--- src/rtl/kfpv_pkg.sv ---
package kfpv_pkg;

  localparam logic [1:0] OP_UPDATE = 2'd0;
  localparam logic [1:0] OP_SET    = 2'd1;
  localparam logic [1:0] OP_CLEAR  = 2'd2;

  localparam logic CFG_SMOOTHING = 1'b0;
  localparam logic CFG_TIME_STEP = 1'b1;

  typedef enum logic [4:0] {
    S_ZERO, S_ONE, S_X0, S_X1, S_P0, S_P1, S_P2, S_P3, S_PREV, S_Z, S_ZV, S_XP,
    S_PA, S_P00, S_P01, S_P10, S_P11, S_S00, S_S11, S_DT, S_R,
    S_N0, S_N1, S_N2, S_N3, S_K0, S_K1, S_K2, S_K3, S_Y0, S_Y1
  } src_t;

  typedef enum logic [3:0] {
    U_INIT, U_DIV, U_BASE, U_ADD, U_SUB, U_MUL, U_ACCP, U_ACCN,
    U_RAWP, U_RAWN, U_SAT, U_DET, U_FIN
  } uop_kind_t;

  typedef struct packed {
    uop_kind_t kind;
    src_t      a;
    src_t      b;
    src_t      dst;     // S_ZERO: no write
    logic      den_det; // divide by determinant, else by time step
  } uop_t;

  typedef struct packed {
    logic load;
    logic en;
    logic start;
    logic cap;
    uop_t uop;
  } ctrl_cmd_t;

  typedef enum logic [1:0] {ST_IDLE, ST_RUN, ST_DIVW, ST_DONE} ctrl_state_t;

  localparam int PROG_LEN = 110;
  localparam int STEP_W   = $clog2(PROG_LEN);

  function automatic uop_t uo(uop_kind_t k, src_t a, src_t b, src_t d, logic dd);
    uop_t u;
    u.kind    = k;
    u.a       = a;
    u.b       = b;
    u.dst     = d;
    u.den_det = dd;
    return u;
  endfunction

  // update microprogram: predict, gain, correct
  localparam uop_t PROG [PROG_LEN] = '{
    uo(U_INIT, S_ZERO, S_ZERO, S_ZERO, 1'b0),
    uo(U_DIV,  S_Z,    S_PREV, S_ZV,   1'b0),
    // predicted position
    uo(U_BASE, S_X0,   S_ZERO, S_ZERO, 1'b0),
    uo(U_MUL,  S_DT,   S_X1,   S_ZERO, 1'b0),
    uo(U_ACCP, S_ZERO, S_ZERO, S_ZERO, 1'b0),
    uo(U_SAT,  S_ZERO, S_ZERO, S_XP,   1'b0),
    // predicted covariance
    uo(U_BASE, S_P0,   S_ZERO, S_ZERO, 1'b0),
    uo(U_MUL,  S_DT,   S_P2,   S_ZERO, 1'b0),
    uo(U_ACCP, S_ZERO, S_ZERO, S_ZERO, 1'b0),
    uo(U_SAT,  S_ZERO, S_ZERO, S_PA,   1'b0),
    uo(U_BASE, S_P1,   S_ZERO, S_ZERO, 1'b0),
    uo(U_MUL,  S_DT,   S_P3,   S_ZERO, 1'b0),
    uo(U_ACCP, S_ZERO, S_ZERO, S_ZERO, 1'b0),
    uo(U_SAT,  S_ZERO, S_ZERO, S_P01,  1'b0),
    uo(U_BASE, S_PA,   S_ZERO, S_ZERO, 1'b0),
    uo(U_MUL,  S_P01,  S_DT,   S_ZERO, 1'b0),
    uo(U_ACCP, S_ZERO, S_ZERO, S_ZERO, 1'b0),
    uo(U_SAT,  S_ZERO, S_ZERO, S_ZERO, 1'b0),
    uo(U_ADD,  S_ONE,  S_ZERO, S_ZERO, 1'b0),
    uo(U_SAT,  S_ZERO, S_ZERO, S_P00,  1'b0),
    uo(U_BASE, S_P2,   S_ZERO, S_ZERO, 1'b0),
    uo(U_MUL,  S_P3,   S_DT,   S_ZERO, 1'b0),
    uo(U_ACCP, S_ZERO, S_ZERO, S_ZERO, 1'b0),
    uo(U_SAT,  S_ZERO, S_ZERO, S_P10,  1'b0),
    uo(U_BASE, S_P3,   S_ZERO, S_ZERO, 1'b0),
    uo(U_ADD,  S_ONE,  S_ZERO, S_ZERO, 1'b0),
    uo(U_SAT,  S_ZERO, S_ZERO, S_P11,  1'b0),
    // innovation covariance diagonal
    uo(U_BASE, S_P00,  S_ZERO, S_ZERO, 1'b0),
    uo(U_ADD,  S_R,    S_ZERO, S_ZERO, 1'b0),
    uo(U_SAT,  S_ZERO, S_ZERO, S_S00,  1'b0),
    uo(U_BASE, S_P11,  S_ZERO, S_ZERO, 1'b0),
    uo(U_ADD,  S_R,    S_ZERO, S_ZERO, 1'b0),
    uo(U_SAT,  S_ZERO, S_ZERO, S_S11,  1'b0),
    // determinant
    uo(U_BASE, S_ZERO, S_ZERO, S_ZERO, 1'b0),
    uo(U_MUL,  S_S00,  S_S11,  S_ZERO, 1'b0),
    uo(U_RAWP, S_ZERO, S_ZERO, S_ZERO, 1'b0),
    uo(U_MUL,  S_P01,  S_P10,  S_ZERO, 1'b0),
    uo(U_RAWN, S_ZERO, S_ZERO, S_ZERO, 1'b0),
    uo(U_DET,  S_ZERO, S_ZERO, S_ZERO, 1'b0),
    // gain numerators
    uo(U_BASE, S_ZERO, S_ZERO, S_ZERO, 1'b0),
    uo(U_MUL,  S_P00,  S_S11,  S_ZERO, 1'b0),
    uo(U_ACCP, S_ZERO, S_ZERO, S_ZERO, 1'b0),
    uo(U_MUL,  S_P01,  S_P10,  S_ZERO, 1'b0),
    uo(U_ACCN, S_ZERO, S_ZERO, S_ZERO, 1'b0),
    uo(U_SAT,  S_ZERO, S_ZERO, S_N0,   1'b0),
    uo(U_BASE, S_ZERO, S_ZERO, S_ZERO, 1'b0),
    uo(U_MUL,  S_P01,  S_S00,  S_ZERO, 1'b0),
    uo(U_ACCP, S_ZERO, S_ZERO, S_ZERO, 1'b0),
    uo(U_MUL,  S_P00,  S_P01,  S_ZERO, 1'b0),
    uo(U_ACCN, S_ZERO, S_ZERO, S_ZERO, 1'b0),
    uo(U_SAT,  S_ZERO, S_ZERO, S_N1,   1'b0),
    uo(U_BASE, S_ZERO, S_ZERO, S_ZERO, 1'b0),
    uo(U_MUL,  S_P10,  S_S11,  S_ZERO, 1'b0),
    uo(U_ACCP, S_ZERO, S_ZERO, S_ZERO, 1'b0),
    uo(U_MUL,  S_P11,  S_P10,  S_ZERO, 1'b0),
    uo(U_ACCN, S_ZERO, S_ZERO, S_ZERO, 1'b0),
    uo(U_SAT,  S_ZERO, S_ZERO, S_N2,   1'b0),
    uo(U_BASE, S_ZERO, S_ZERO, S_ZERO, 1'b0),
    uo(U_MUL,  S_P11,  S_S00,  S_ZERO, 1'b0),
    uo(U_ACCP, S_ZERO, S_ZERO, S_ZERO, 1'b0),
    uo(U_MUL,  S_P10,  S_P01,  S_ZERO, 1'b0),
    uo(U_ACCN, S_ZERO, S_ZERO, S_ZERO, 1'b0),
    uo(U_SAT,  S_ZERO, S_ZERO, S_N3,   1'b0),
    // gains
    uo(U_DIV,  S_N0,   S_ZERO, S_K0,   1'b1),
    uo(U_DIV,  S_N1,   S_ZERO, S_K1,   1'b1),
    uo(U_DIV,  S_N2,   S_ZERO, S_K2,   1'b1),
    uo(U_DIV,  S_N3,   S_ZERO, S_K3,   1'b1),
    // innovation
    uo(U_BASE, S_Z,    S_ZERO, S_ZERO, 1'b0),
    uo(U_SUB,  S_XP,   S_ZERO, S_ZERO, 1'b0),
    uo(U_SAT,  S_ZERO, S_ZERO, S_Y0,   1'b0),
    uo(U_BASE, S_ZV,   S_ZERO, S_ZERO, 1'b0),
    uo(U_SUB,  S_X1,   S_ZERO, S_ZERO, 1'b0),
    uo(U_SAT,  S_ZERO, S_ZERO, S_Y1,   1'b0),
    // corrected state
    uo(U_BASE, S_XP,   S_ZERO, S_ZERO, 1'b0),
    uo(U_MUL,  S_K0,   S_Y0,   S_ZERO, 1'b0),
    uo(U_ACCP, S_ZERO, S_ZERO, S_ZERO, 1'b0),
    uo(U_MUL,  S_K1,   S_Y1,   S_ZERO, 1'b0),
    uo(U_ACCP, S_ZERO, S_ZERO, S_ZERO, 1'b0),
    uo(U_SAT,  S_ZERO, S_ZERO, S_X0,   1'b0),
    uo(U_BASE, S_X1,   S_ZERO, S_ZERO, 1'b0),
    uo(U_MUL,  S_K2,   S_Y0,   S_ZERO, 1'b0),
    uo(U_ACCP, S_ZERO, S_ZERO, S_ZERO, 1'b0),
    uo(U_MUL,  S_K3,   S_Y1,   S_ZERO, 1'b0),
    uo(U_ACCP, S_ZERO, S_ZERO, S_ZERO, 1'b0),
    uo(U_SAT,  S_ZERO, S_ZERO, S_X1,   1'b0),
    // corrected covariance
    uo(U_BASE, S_P00,  S_ZERO, S_ZERO, 1'b0),
    uo(U_MUL,  S_K0,   S_P00,  S_ZERO, 1'b0),
    uo(U_ACCN, S_ZERO, S_ZERO, S_ZERO, 1'b0),
    uo(U_MUL,  S_K1,   S_P10,  S_ZERO, 1'b0),
    uo(U_ACCN, S_ZERO, S_ZERO, S_ZERO, 1'b0),
    uo(U_SAT,  S_ZERO, S_ZERO, S_P0,   1'b0),
    uo(U_BASE, S_P01,  S_ZERO, S_ZERO, 1'b0),
    uo(U_MUL,  S_K0,   S_P01,  S_ZERO, 1'b0),
    uo(U_ACCN, S_ZERO, S_ZERO, S_ZERO, 1'b0),
    uo(U_MUL,  S_K1,   S_P11,  S_ZERO, 1'b0),
    uo(U_ACCN, S_ZERO, S_ZERO, S_ZERO, 1'b0),
    uo(U_SAT,  S_ZERO, S_ZERO, S_P1,   1'b0),
    uo(U_BASE, S_P10,  S_ZERO, S_ZERO, 1'b0),
    uo(U_MUL,  S_K2,   S_P00,  S_ZERO, 1'b0),
    uo(U_ACCN, S_ZERO, S_ZERO, S_ZERO, 1'b0),
    uo(U_MUL,  S_K3,   S_P10,  S_ZERO, 1'b0),
    uo(U_ACCN, S_ZERO, S_ZERO, S_ZERO, 1'b0),
    uo(U_SAT,  S_ZERO, S_ZERO, S_P2,   1'b0),
    uo(U_BASE, S_P11,  S_ZERO, S_ZERO, 1'b0),
    uo(U_MUL,  S_K2,   S_P01,  S_ZERO, 1'b0),
    uo(U_ACCN, S_ZERO, S_ZERO, S_ZERO, 1'b0),
    uo(U_MUL,  S_K3,   S_P11,  S_ZERO, 1'b0),
    uo(U_ACCN, S_ZERO, S_ZERO, S_ZERO, 1'b0),
    uo(U_SAT,  S_ZERO, S_ZERO, S_P3,   1'b0),
    uo(U_FIN,  S_ZERO, S_ZERO, S_ZERO, 1'b0)
  };

  function automatic logic signed [31:0] sat32(logic signed [65:0] v);
    logic signed [31:0] r;
    if (v > 66'sd2147483647) r = 32'sh7fffffff;
    else if (v < -66'sd2147483648) r = 32'sh80000000;
    else r = v[31:0];
    return r;
  endfunction

endpackage

--- src/rtl/kfpv_ctrl.sv ---
module kfpv_ctrl (
  input  logic                clk,
  input  logic                rst_n,
  input  logic                in_valid,
  input  logic [1:0]          in_op,
  output logic                in_stall,
  output logic                out_valid,
  input  logic                out_stall,
  input  logic                div_done,
  output kfpv_pkg::ctrl_cmd_t cmd
);
  import kfpv_pkg::*;

  ctrl_state_t       state_r, state_nxt;
  logic [STEP_W-1:0] step_r, step_nxt;
  logic              out_valid_r, out_valid_nxt;
  uop_t              cur;

  assign cur       = PROG[step_r];
  assign in_stall  = (state_r != ST_IDLE);
  assign out_valid = out_valid_r;

  always_ff @(posedge clk) begin
    if (!rst_n) begin
      state_r     <= ST_IDLE;
      step_r      <= '0;
      out_valid_r <= 1'b0;
    end else begin
      state_r     <= state_nxt;
      step_r      <= step_nxt;
      out_valid_r <= out_valid_nxt;
    end
  end

  always_comb begin
    state_nxt     = state_r;
    step_nxt      = step_r;
    cmd           = '0;
    cmd.uop       = cur;
    out_valid_nxt = out_valid_r && out_stall;
    unique case (state_r)
      ST_IDLE: begin
        if (in_valid) begin
          cmd.load  = 1'b1;
          step_nxt  = '0;
          state_nxt = (in_op == OP_UPDATE) ? ST_RUN : ST_DONE;
        end
      end
      ST_RUN: begin
        cmd.en = 1'b1;
        if (cur.kind == U_DIV) begin
          cmd.start = 1'b1;
          state_nxt = ST_DIVW;
        end else if (cur.kind == U_FIN) begin
          state_nxt = ST_DONE;
        end else begin
          step_nxt = step_r + 1'b1;
        end
      end
      ST_DIVW: begin
        if (div_done) begin
          step_nxt  = step_r + 1'b1;
          state_nxt = ST_RUN;
        end
      end
      ST_DONE: begin
        // result register frees up when its beat goes out
        if (!out_valid_r || !out_stall) begin
          cmd.cap       = 1'b1;
          out_valid_nxt = 1'b1;
          state_nxt     = ST_IDLE;
        end
      end
      default: state_nxt = ST_IDLE;
    endcase
  end

endmodule

--- config.mk ---
export PLATFORM = sky130hd
export DESIGN_NAME = kfpv_ctrl
export DESIGN_NICKNAME = d
export VERILOG_FILES = /design/src/rtl/kfpv_pkg.sv /design/src/rtl/kfpv_ctrl.sv
export SDC_FILE = /design/constraint.sdc
export NUM_CORES = 1
export LEC_CHECK = 0
export ABC_CLOCK_PERIOD_IN_PS = 6300
export CAP_MARGIN = 5
export CORE_UTILIZATION = 60
export CTS_BUF_LIST = sky130_fd_sc_hd__clkbuf_16
export DETAILED_ROUTE_END_ITERATION = 8
export DONT_BUFFER_PORTS = 1
export GPL_ROUTABILITY_DRIVEN = 1
export MAX_ROUTING_LAYER = met4
export PLACE_DENSITY = 0.73
export SYNTH_ARGS = -nofsm -noshare
export SYNTH_HDL_FRONTEND = slang
export SYNTH_SLANG_ARGS = --single-unit
--- constraint.sdc ---
create_clock -name clk -period 6.3 [get_ports clk]
set_input_delay 0.945 -clock clk [delete_from_list [all_inputs] [get_ports clk]]
set_output_delay 0.945 -clock clk [all_outputs]
set_load 0.005 [all_outputs]
# ---- Word-level counts from Yosys, hierarchy flattened
# Memory sizes are Yosys's and may differ from the RTL's.
# Index checks and enable logic that the tools add are counted.
# Widths: inputs -> output; s select.
dict set report totals {
  mem_bits_ro 2560
  output_inout_bits 26
  ramBits 0
  wordCells 50
  latchBits 0
  n_memories 1
  input_bits 7
  ff_bits 10
}
dict set report classes {
  n_shift 0
  n_mul 0
  n_lt_le_gt_ge 1
  n_bitwise 1
  addsub 1
  div 0
  mux 22
  n_eq_ne 11
  n_reduce_logical 10
}
# name depth word_bits rd rd_ports_with_merged_regs write_ports line
set memory_table {}
lappend memory_table {{(name not given)} 128 20 1 0 0 kfpv_ctrl.sv:19} ;# assign cur = PROG[step_r];
# op count
set op_table {}
lappend op_table {{$mux 20} 2}
lappend op_table {{$mux 7} 4}
lappend op_table {{$pmux 7 s3} 1}
lappend op_table {{$mux 2} 7}
lappend op_table {{$ne 2x2->1 const B} 5}
lappend op_table {{$ge 8x8->1 const B} 1}
lappend op_table {{$not 7->8} 1}
lappend op_table {{$pmux 2 s4} 1}
lappend op_table {{$add 7x1->7 const B} 1}
lappend op_table {{$mux 1} 7}
lappend op_table {{$reduce_and 5->1} 1}
lappend op_table {{$eq 2x2->1 const B} 2}
lappend op_table {{$eq 4x1->1 const B} 1}
lappend op_table {{$eq 4x4->1 const B} 1}
lappend op_table {{$logic_not 2->1} 2}
lappend op_table {{$reduce_and 4->1} 1}
lappend op_table {{$ne 3x3->1 const B} 1}
lappend op_table {{$reduce_bool 3->1} 1}
lappend op_table {{$eq 2x1->1 const B} 1}
lappend op_table {{$logic_not 1->1} 2}
lappend op_table {{$reduce_bool 2->1} 1}
lappend op_table {{$logic_and 1x1->1} 1}
lappend op_table {{$logic_or 1x1->1} 1}

# ---- Logic depth before layout (Yosys ltp)
dict set report depth {
  depth_word 8
  depth_mapped 14
  ltp_nobuf 10
}

# ---- Worst setup path after synthesis
# OpenSTA, ideal clock, no wires.
dict set report synth_path {
  path_type {reg-to-output}
  start {reg step_r[2]}
  end {out cmd[21] (netlist bit)}
  t_required_ps 5355
  stages_incl_launch_ff 10
  arrival_time_ps 2736
  n_path_buf 2
  setup_slack_ps 2619
  path_cell_list {dfxtp_1 -> inv_1 -> clkbuf_1 -> clkbuf_1 -> ha_1 -> or2_2 -> a21oi_1 -> or4_1 -> a311oi_4 -> and3_1}
}
# element line
set synth_lines {}
lappend synth_lines {{start, declared} kfpv_ctrl.sv:15} ;# logic [STEP_W-1:0] step_r, step_nxt;
lappend synth_lines {{start signal, assigned} kfpv_ctrl.sv:30} ;# step_r <= step_nxt;
lappend synth_lines {{end, declared} kfpv_ctrl.sv:10} ;# output kfpv_pkg::ctrl_cmd_t cmd

==> impl_results.md <==
* Average wire per standard cell at 22.3 µm
* Count of flip-flops with a built-in enable after synthesis at 0
* Pwr Density at between 150 and 200 nW/µm²
* Peak Freq at 232 MHz
* Number of antenna-violating nets in the routed design at 0
* Async S/R FF share, synth at 0
* CTS sink cnt at 10
* Total setup violations reported at the end of the flow at 0
* Synthesis-stage register bit count at 10
* Post-Route WL at 10900 µm
* Setup repair after global routing missed its margin: false
* Final-layout fill cell count at slightly below 500
* Largest net degree at the start of global routing at 66
* Number of standard cells after synthesis at about 460
* Worst clock skew on the final layout at between 0.007 and 0.008 ns
* Clock transition at path regs at ~0.050 ns
* Category of the critical setup timing path: reg -> out
* Power after layout at 0.472 mW
* Count of buffers added by post-CTS timing repair for setup at 0
* Mapped Nets at between 400 and 500
* Hold crit path type: reg -> reg
* Slew @ Worst Pin at about 0.93 ns
* Placed wire-length estimate after detailed placement at 7440 µm
* Worst Path Max Fanout at 16
* Dpl cell area at 2900 µm²
* Maximum buffer depth of the clock tree at 2
* Floorplan Core Area at around 4800 µm²
* Time the worst path needs with I/O delays and setup at between 4 and 5 ns
* X dimension of the die at approximately 74 µm
* Final weighted congestion in routability-driven placement at 1.03
* Final standard cell area without fillers at between 2000 and 3000 µm²
* Drt pass-1 iters at 6
* DRC at 0
* Initial antenna violation count at 0
* Count of buffers inserted at the top-level ports at 0
* Synth unique cells at 73
* Crit path arrival time at around 3.4 ns
* Placed instance count at around 490
* Clock latency of the later-clocked register in the worst-skew pair at around 0.25 ns
* Master cell of the clock root buffer: sky130_fd_sc_hd__clkbuf_16
* Crit share post-route at 0.684
* Run status: completed
* H-tree depth reported by CTS at 1
* Nature of the critical path startpoint: flip-flop
* Leading register cell type out of synthesis: sky130_fd_sc_hd__dfxtp_1
* Final total negative setup slack at 0 ns
* Post-synth top area cell: sky130_fd_sc_hd__o21ai_0
* Number of buffers added to fix hold violations after cts at 0
* CTS tree: done
* Standard-cell row count at 25
* Worst Reg2Reg Path Length in Cells at 9
* Depth of the critical timing path with buffers and inverters included at 8
* Total Die Area at ~5400 µm²
* Largest voltage drop on the vdd net at around 0.18 mV
* Fin cells at around 490
* Worst relative slew slack at 0.377
* Yosys top cell area share at 0.0928
* Num CTS Buffers at 3
* Synthesis-to-layout area growth at -3.30%
* Ant. Diodes at 0
* Final count of hold timing violations at 0
* Worst-path cell chain: inv_1 > ha_1 > mux2_2 > o211ai_1 > nand2_1 > o31a_1 > nor4_4 > and3_1
* Starting utilization of the core area at 0.638
* Final Hold Slack at 0.536 ns
* Starting DRT DRC Count at 740
* Post-placement setup slack at 2.33 ns
* Number of pins with negative max-slew slack in the final report at 0
* Leakage Power at ~1.0 nW
* Reported max-cap violation count at 0
* Buffers plus inverters on the worst setup path at 1
* Number of cells upsized or downsized after cts at 0
* Fraction of the yosys area taken by sequential cells at 0.0651
* Number of top-level pins at 33
* Slowest Stage Delay on Critical Path at 0.76 ns
* Dominant cells by area after synthesis: sky130_fd_sc_hd__o21ai_0 (9.3%), sky130_fd_sc_hd__ha_1 (9.0%), sky130_fd_sc_hd__a21oi_1 (7.2%)
* Count of vias placed by the detailed router at between 3000 and 4000
* Mean number of vias per cell at around 7.5
* Slowest cell on crit path: sky130_fd_sc_hd__dfxtp_1
* Share of cells above drive strength 1 at 0.0660
* Global routing usage summed across all routing layers at 0.428
* Endpoint required time on the critical path at 5.35 ns
* Worst hold path depth at 2
* Warnings, synthesis at 0
* Worst setup slack after layout at 1.99 ns
* Netlist Area Pre-Place at between 3000 and 4000 µm²
* Crit path max-delay family: flip-flops
* Via count of the first global-routing pass at 3239
* Residual overflow from global routing at 0
* Wire length of the first global-routing pass at about 17000 µm
* Die span in y at approximately 74 µm
* Post-layout net count at approximately 460
* Core Util, Final at 0.617
* Crit end category: output port
* Mapped Avg Cell Area at 6.67 µm²
synthesized netlist by cell type (5+ instances only):
cell type,count
sky130_fd_sc_hd__o211ai_1,14
sky130_fd_sc_hd__a21boi_0,6
sky130_fd_sc_hd__nand3_1,10
sky130_fd_sc_hd__mux2i_1,7
sky130_fd_sc_hd__a31oi_1,8
sky130_fd_sc_hd__nor2_1,39
sky130_fd_sc_hd__o22ai_1,6
sky130_fd_sc_hd__buf_2,5
sky130_fd_sc_hd__inv_1,16
sky130_fd_sc_hd__buf_6,10
sky130_fd_sc_hd__dfxtp_1,10
sky130_fd_sc_hd__o21ai_0,57
sky130_fd_sc_hd__nand2_1,57
sky130_fd_sc_hd__nor3_1,8
sky130_fd_sc_hd__nor2b_1,10
sky130_fd_sc_hd__a21oi_1,44
sky130_fd_sc_hd__clkbuf_1,21
sky130_fd_sc_hd__ha_1,22
sky130_fd_sc_hd__a211oi_1,8
sky130_fd_sc_hd__nand2b_1,9
final timing paths:
kind                            from                      end  slack (ns)
max           step_r[1]$_SDFFE_PN0P_                  cmd[21]        1.99
min          state_r[1]$_SDFFE_PN0P_  state_r[1]$_SDFFE_PN0P_        0.54
min reg2reg  state_r[1]$_SDFFE_PN0P_  state_r[1]$_SDFFE_PN0P_        0.54
max reg2reg   step_r[1]$_SDFFE_PN0P_   step_r[4]$_SDFFE_PN0P_        2.63
state kept, by name, summed over array words and instances (netlist names):
register and flops:
state_r 2, step_r 7, out_valid 1
layout by cell type, fill, tap and decap left out, types with 3 or more instances in the layout:
cell type                   count
sky130_fd_sc_hd__o21ai_0       57
sky130_fd_sc_hd__nand2_1       57
sky130_fd_sc_hd__a21oi_1       44
sky130_fd_sc_hd__nor2_1        39
sky130_fd_sc_hd__ha_1          22
sky130_fd_sc_hd__inv_1         16
sky130_fd_sc_hd__o211ai_1      14
sky130_fd_sc_hd__nor2b_1       10
sky130_fd_sc_hd__nand3_1       10
sky130_fd_sc_hd__nand2b_1       9
sky130_fd_sc_hd__a211oi_1       8
sky130_fd_sc_hd__nor3_1         8
sky130_fd_sc_hd__a31oi_1        8
sky130_fd_sc_hd__dfxtp_1        8
sky130_fd_sc_hd__mux2i_1        7
sky130_fd_sc_hd__buf_4          7
sky130_fd_sc_hd__a21boi_0       6
sky130_fd_sc_hd__o22ai_1        6
sky130_fd_sc_hd__a22oi_1        4
sky130_fd_sc_hd__nand4_1        4
sky130_fd_sc_hd__or3_1          4
sky130_fd_sc_hd__o311ai_0       3
sky130_fd_sc_hd__a211o_1        3
sky130_fd_sc_hd__and2_1         3
sky130_fd_sc_hd__nor4_1         3
sky130_fd_sc_hd__o31ai_1        3
sky130_fd_sc_hd__a32oi_1        3
sky130_fd_sc_hd__nand4b_1       3
sky130_fd_sc_hd__a21o_1         3
sky130_fd_sc_hd__clkbuf_16      3
worst register-to-register path, delay by kind of cell (launching register included):
kind / cells / cell delay, ns
adder cells (fa/ha/maj): 1 / 0.48
AO/OA/AOI/OAI: 3 / 0.95
multiplexers: 2 / 0.85
flip-flops: 1 / 0.76
buffers and inverters: 1 / 0.27
AND/OR/NAND/NOR: 2 / 0.24
routing by layer:
metal	wire, µm	GRT usage
met2	4590	0.606
met4	523	0.199
met5	0	-
met3	1550	0.0919
met1	4270	0.574
kinds of logic after synthesis:
family	share of synthesized area
flip-flops	0.0651
adder cells (fa/ha/maj)	0.0895
multiplexers	0.0496
XOR/XNOR	0.00570
AO/OA/AOI/OAI	0.407
AND/OR/NAND/NOR	0.261
buffers and inverters	0.122
final cells by class:
cell class | instances | area, µm² | area share
Sequential cell | 10 | 203 | 0.0682
Tap cell | 67 | 83.8 | 0.0282
Clock buffer | 3 | 75.1 | 0.0252
Multi-Input combinational cell | 388 | 2500 | 0.841
Timing Repair Buffer | 7 | 52.6 | 0.0177
Inverter | 16 | 60.1 | 0.0202
where the power goes:
part           leakage (nW)  switching (mW)  total (mW)  internal [mW]
Combinational         0.907           0.171       0.270         0.0993
Sequential           0.0822          0.0149      0.0859         0.0710
Clock                0.0370          0.0334       0.116         0.0827
Total                  1.03           0.219       0.472          0.253
No activity file was read; power rests on OpenSTA's default activity.
